$ cat config.mk
export PLATFORM = sky130hd
export DESIGN_NAME = iidl_cell
export DESIGN_NICKNAME = d
export VERILOG_FILES = /design/src/rtl/core/iidl_pkg.sv /design/src/rtl/core/iidl_cell.sv
export SDC_FILE = /design/constraint.sdc
export NUM_CORES = 1
export LEC_CHECK = 0
export BUFFER_PORTS_ARGS = -buffer_cell sky130_fd_sc_hd__buf_2
export CORE_ASPECT_RATIO = 1.5
export CORE_MARGIN = 4
export CORE_UTILIZATION = 40
export CTS_BUF_LIST = sky130_fd_sc_hd__clkbuf_2
export CTS_CLUSTER_SIZE = 16
export DETAILED_ROUTE_END_ITERATION = 16
export PLACE_DENSITY = 0.8
export SLEW_MARGIN = 5
export SYNTH_ARGS = -nofsm -noshare
export SYNTH_HDL_FRONTEND = slang
export SYNTH_SLANG_ARGS = --single-unit
$ cat constraint.sdc
create_clock -name clock -period 7.7 [get_ports clock]
set_input_delay 1.155 -clock clock [delete_from_list [all_inputs] [get_ports clock]]
set_output_delay 1.155 -clock clock [all_outputs]
set_load 0.05 [all_outputs]
$ cat src/rtl/core/iidl_pkg.sv
// ----------------------------------------------------------------------------
// iidl_pkg
// Shared types and constants for the indexed insert/delete list: command and
// status codes, word type and the control bundle broadcast to the cell chain.
// ----------------------------------------------------------------------------
package iidl_pkg;

   // field widths fixed by the interface
   localparam int CMD_W     = 3;
   localparam int POS_W     = 7;
   localparam int VALUE_W   = 32;
   localparam int COUNT_W   = 7;
   localparam int STATUS_W  = 2;

   // default list depth
   localparam int DEPTH_DEF = 64;

   // read value for an out-of-range read
   localparam logic signed [VALUE_W-1:0] MOST_NEG = {1'b1, {(VALUE_W-1){1'b0}}};

   typedef logic signed [VALUE_W-1:0] word_type;

   // command codes
   typedef enum logic [CMD_W-1:0] {
      CMD_INSERT = 3'd0,
      CMD_REMOVE = 3'd1,
      CMD_READ   = 3'd2,
      CMD_PUSH   = 3'd3,
      CMD_POP    = 3'd4,
      CMD_CLEAR  = 3'd5
   } cmd_type;

   // response status codes
   typedef enum logic [STATUS_W-1:0] {
      ST_OK    = 2'd0,
      ST_RANGE = 2'd1,
      ST_FULL  = 2'd2,
      ST_EMPTY = 2'd3
   } status_type;

   // what every cell does this cycle
   typedef enum logic [1:0] {
      OP_HOLD   = 2'd0,
      OP_INSERT = 2'd1,
      OP_REMOVE = 2'd2
   } cell_op_type;

   typedef struct packed {
      cell_op_type op;
      word_type    value;
   } cell_ctl_type;

endpackage

$ cat src/rtl/core/iidl_cell.sv
// ----------------------------------------------------------------------------
// iidl_cell
// One slot of the list. Holds its word, loads the new word, takes the word of
// its lower neighbor on an insert or of its upper neighbor on a remove.
// ----------------------------------------------------------------------------
module iidl_cell #(
   parameter int CNT_W = 7,
   parameter int INDEX = 0
) (
   input  logic                   clock,
   input  iidl_pkg::cell_ctl_type ctl,
   input  logic [CNT_W-1:0]       at_idx,
   input  logic [CNT_W-1:0]       cnt,
   input  iidl_pkg::word_type     left_word,
   input  iidl_pkg::word_type     right_word,
   output iidl_pkg::word_type     word_out
);
   import iidl_pkg::*;

   localparam logic [CNT_W-1:0] SLOT      = CNT_W'(INDEX);
   localparam logic [CNT_W:0]   SLOT_NEXT = (CNT_W+1)'(INDEX + 1);

   word_type word_ff;
   word_type word_in;

   // next word of this slot
   always_comb begin
      word_in = word_ff;
      unique case (ctl.op)
         OP_INSERT: begin
            if (SLOT == at_idx) begin
               word_in = ctl.value;
            end else if (SLOT > at_idx && SLOT <= cnt) begin
               word_in = left_word;
            end
         end
         OP_REMOVE: begin
            if (SLOT >= at_idx && SLOT_NEXT < {1'b0, cnt}) begin
               word_in = right_word;
            end
         end
         default: begin
            word_in = word_ff;
         end
      endcase
   end

   always_ff @(posedge clock) begin
      word_ff <= word_in;
   end

   assign word_out = word_ff;

endmodule

After elaboration in Yosys (flattened, before gate mapping)
Cells that the tools add are included.
W data, S select, Z words.
{"block": "op_classes", "mux": 4, "eq_ne": 4, "magnitude_cmp": 4, "n_reduce_logical": 5}
{"op": "$mux W32", "n": 3}
{"op": "$pmux W32 S2", "n": 1}
{"op": "$ge A1 B7 Y1 const A", "n": 1}
{"op": "$gt A1 B7 Y1 const A", "n": 1}
{"op": "$le A1 B7 Y1 const A", "n": 1}
{"op": "$logic_not A7 Y1", "n": 1}
{"op": "$lt A1 B7 Y1 const A", "n": 1}
{"op": "$ne A3 B3 Y1 const B", "n": 1}
{"op": "$reduce_and A3 Y1", "n": 1}
{"op": "$eq A2 B1 Y1 const B", "n": 1}
{"op": "$eq A2 B2 Y1 const B", "n": 1}
{"op": "$logic_and A1 B1 Y1", "n": 2}
{"op": "$ne A2 B2 Y1 const B", "n": 1}
{"op": "$reduce_bool A2 Y1", "n": 1}
{"block": "totals", "reg_bits": 32, "out_inout_bits": 32}

Logic depth before layout (Yosys ltp)
{"block": "logic_depth", "depth_word": 5, "ltp_mapped": 5}

Worst setup path after synthesis
OpenSTA, ideal clock, no wires.
{"block": "synth_path", "kind": "input -> register", "start": "input at_idx[4]", "end": "register word_ff[0] (netlist: word_out[0]) (enable)", "arrival_time_ns": 3.808, "n_path_buf": 2, "setup_slack_ns": 3.460, "stages": 5, "required_time_ns": 7.268, "path_cell_list": "or4_1 buf_2 or2_4 buf_6 a21oi_1"}
{"block": "synth_via", "elab_chain_cells": 4, "word_cells_on_any_way": 8}
{"element": "from (decl)", "line_no": "iidl_cell.sv:12", "text": "input logic [CNT_W-1:0] at_idx,"}
{"element": "$gt A1 B7 Y1 or $ge A1 B7 Y1 (tied branches)", "line_no": "iidl_cell.sv:33, iidl_cell.sv:38"}
{"element": "$logic_and A1 B1 Y1, on equally long branches", "line_no": "iidl_cell.sv:33, iidl_cell.sv:38"}
{"element": "$ne A3 B3 Y1 (no line) or $ne A2 B2 Y1 (tied branches)"}
{"element": "$reduce_and A3 Y1 (no line) *"}
{"element": "to (signal assigned)", "line_no": "iidl_cell.sv:49", "text": "word_ff <= word_in;"}
{"element": "to (decl)", "line_no": "iidl_cell.sv:23", "text": "word_type word_ff;"}
Every way passes the cells marked *; elsewhere a longest branch is shown, timed or not.
A chain may end at the register's enable or synchronous reset.

Final worst setup path
{"block": "layout_path", "start": "input at_idx[4]", "end": "register word_ff[24] (netlist: word_out[24]) (enable)"}
The elaborated chain is that of the path after synthesis.

==> impl_metrics.csv <==
group,metric,value,unit
synthesis,synthDistinctLibCells,19,
clock_network,numCtsBuffers,5,
synthesis,synth_top_cells_by_area,"edfxtp_1, o211ai_2, o211ai_1, nand2_1, nand4b_1",
synthesis,synth_edf_count,32,
layout,layout-drive-gt1-share,0.543,
clock_network,cts_tree,"yes",
setup_path,crit_path_start,"at_idx[4]",
placement,pre_cts_slack,3.99,ns
synthesis,yosysTopAreaCell,"edfxtp_1",
layout,regArea,961,um2
global_routing,grt_pass1_wl,8840,um
synthesis,avgSynthCellArea,10.2,um2
placement,dp.cells,382,
global_routing,antenna_found_initial,0,
sta,fmax,0.302,GHz
clock_network,clock-sinks,32,
placement,place_congestion,0.773,
placement,dpl.hpwl,4330,um
clock_network,cts_resized,0,
setup_path,crit_end,"word_out[24]",
power,comb_power_share,0.208,
setup_path,cp.required,7.68,ns
layout,multi_input_area,925,um2
power,power_frac_clock,0.227,
clock_network,clockBufferDepth,2,
layout,diodes,0,
flow_run,drv_cap,0,
sta,max_slew_margin,0.257,
setup_path,cp-end-kind,"register",
die,fp.dieW,65.2,um
setup_path,cp.depth,5,
die,die_area,0.00611,mm2
route,via_per_inst,5.29,
route,drc,0,
placement,io_buffers,143,
hold_path,min_path_type,"input pin to register",
setup_path,cp_cell_sequence,"buf_2 > or4_1 > buf_4 > or2_4 > a21oi_4",
layout,largest_reg_flops,32,
clock_network,htreeDepth,2,
die,io-pin-count,145,
die,die_height,93.8,um
route,antenna_left,0,
setup_path,max_stage_delay,0.82,ns
sta,rsz0062_at_grt,"no",
global_routing,grt_max_degree,65,
sta,fin_crit,3.31,ns
clock_network,cts.reportedPaths.clkPinSlew,0.16,ns
synthesis,ys_top_cells_by_count,"nand2_1, edfxtp_1, o211ai_1",
route,first_iter_violations,67,
die,start_util,0.408,
synthesis,syn_inst,193,
setup_path,cp.arrival,3.30,ns
synthesis,syn_nets,306,
global_routing,track_usage,0.185,
sta,report.final.setup_viol,0,
route,met1Wirelength,1910,um
setup_path,startpoint_type,"input pin",
sta,fin_tns_setup,0,ns
layout,final_nets,436,
power,internal_power,254,uW
sta,worstMarginPinSlew,1.11,ns
synthesis,yosysTopAreaCellShare,0.490,
power,seqPwrFrac,0.566,
setup_path,crit_buf_inv,2,
layout,fin_cells,390,
route,top_layer,"met4",
power,sw_frac_of_total,0.259,
clock_network,clockRootBuffer,"clkbuf_2",
route,wl_met3,446,um
global_routing,first_global_vias,2104,
setup_path,slowest_stage,"a21oi_4",
synthesis,ys_seq_elements,32,
route,wl_met2,3090,um
global_routing,grt_overflow,0,
synthesis,synthFlopType,"edfxtp_1",
sta,timing.final.crit_share,0.430,
route,wire_per_inst,14.4,um
power,power.total,343,uW
synthesis,ys_warn_count,0,
clock_network,holdBufCountCts,0,
route,num_vias,2064,
layout,n_fill_cell,472,
sta,setup_ws,4.39,ns
die,rows,31,
synthesis,synthArstFlopShare,0,
route,wirelength,5610,um
synthesis,seq_area_frac_synth,0.490,
synthesis,syn-cell-area,0.00196,mm2
run_status,status,"finished, final reports clean",
layout,synthToLayoutAreaGrowth,39.5,%
setup_path,cp_top_family,"simple AND/OR/NAND/NOR gates",
sta,slew_viol_final,0,
synthesis,yosys.cell_count.top_type,"nand2_1",
die,core,0.00481,mm2
setup_path,setup.worst_path.class,"input pin to register",
route,first_pass_iters,4,
power,power_density,125,mW/mm2
clock_network,postCtsSetupBuffers,0,
power,p_leak,0.00117,uW
sta,finalHoldViolCount,0,
power,ir_drop,0.0698,mV
setup_path,critical_path.max_fanout,33,
power,switchingPower,88.8,uW
[routing by layer]
layer  track usage  up-vias
li1              -     1003
met1         0.178      949
met2         0.353       98
met3        0.0479       14
met4        0.0882        0
met5             0        -
[power by group through the flow]
stage          clock network, uW  logic, uW  registers (uW)
2_1_floorplan                  0       35.2             200
3_3_place_gp                   0       69.5             198
3_5_place_dp                   0       71.6             198
4_1_cts                     81.2       71.6             194
5_1_grt                     90.7       79.7             194
6_report                    77.6       71.1             194
[cells in the final DEF (no fill, tap or decap)]
master | synthesis | routed
clkinv_1 | 0 | 1
or4_1 | 2 | 2
nand4b_1 | 12 | 12
nor2b_2 | 0 | 1
nor2_1 | 13 | 13
buf_4 | 0 | 2
nand2b_1 | 2 | 1
or2_4 | 1 | 1
a31oi_1 | 12 | 12
or3_1 | 1 | 1
nand2_1 | 40 | 40
o31ai_1 | 1 | 1
nor4_2 | 0 | 1
buf_2 | 1 | 143
clkbuf_2 | 0 | 7
o21ai_0 | 12 | 12
nand2b_2 | 0 | 1
a21oi_4 | 0 | 1
edfxtp_1 | 32 | 32
o211ai_1 | 21 | 21
o211ai_2 | 19 | 19
[area by class of cell]
| cell class | count | area share |
|---|---|---|
| Sequential cell | 32 | 0.351 |
| Multi-Input combinational cell | 139 | 0.338 |
| Timing Repair Buffer | 145 | 0.267 |
| Tap cell | 66 | 0.0302 |
| Clock buffer | 7 | 0.0128 |
| Clock inverter | 1 | 0.00137 |
[cells by family after synthesis]
family	synth area share
compound gates	0.277
buf+inv	0.0504
simple gates	0.183
flops	0.490
[through the flow]
step	instance area (um2)	hold WS [ns]	utilization
final	2740	1.09	0.569
after global routing	2740	1.05	0.569
after floorplan	1960	1.36	-
after detailed placement	2700	1.45	0.561
after CTS	2740	1.06	0.569
after global placement	2700	1.45	0.561
[worst min-delay path by stage]
stage | startpoint | end | depth (start not counted)
global placement | right_word[13] | word_out[13] | 3
detailed placement | right_word[11] | word_out[11] | 3
floorplan | right_word[11] | word_out[11] | 2
finish | right_word[5] | word_out[5] | 3
global route | right_word[19] | word_out[19] | 3
CTS | right_word[11] | word_out[11] | 3
Power figures use the tool's default switching activity.
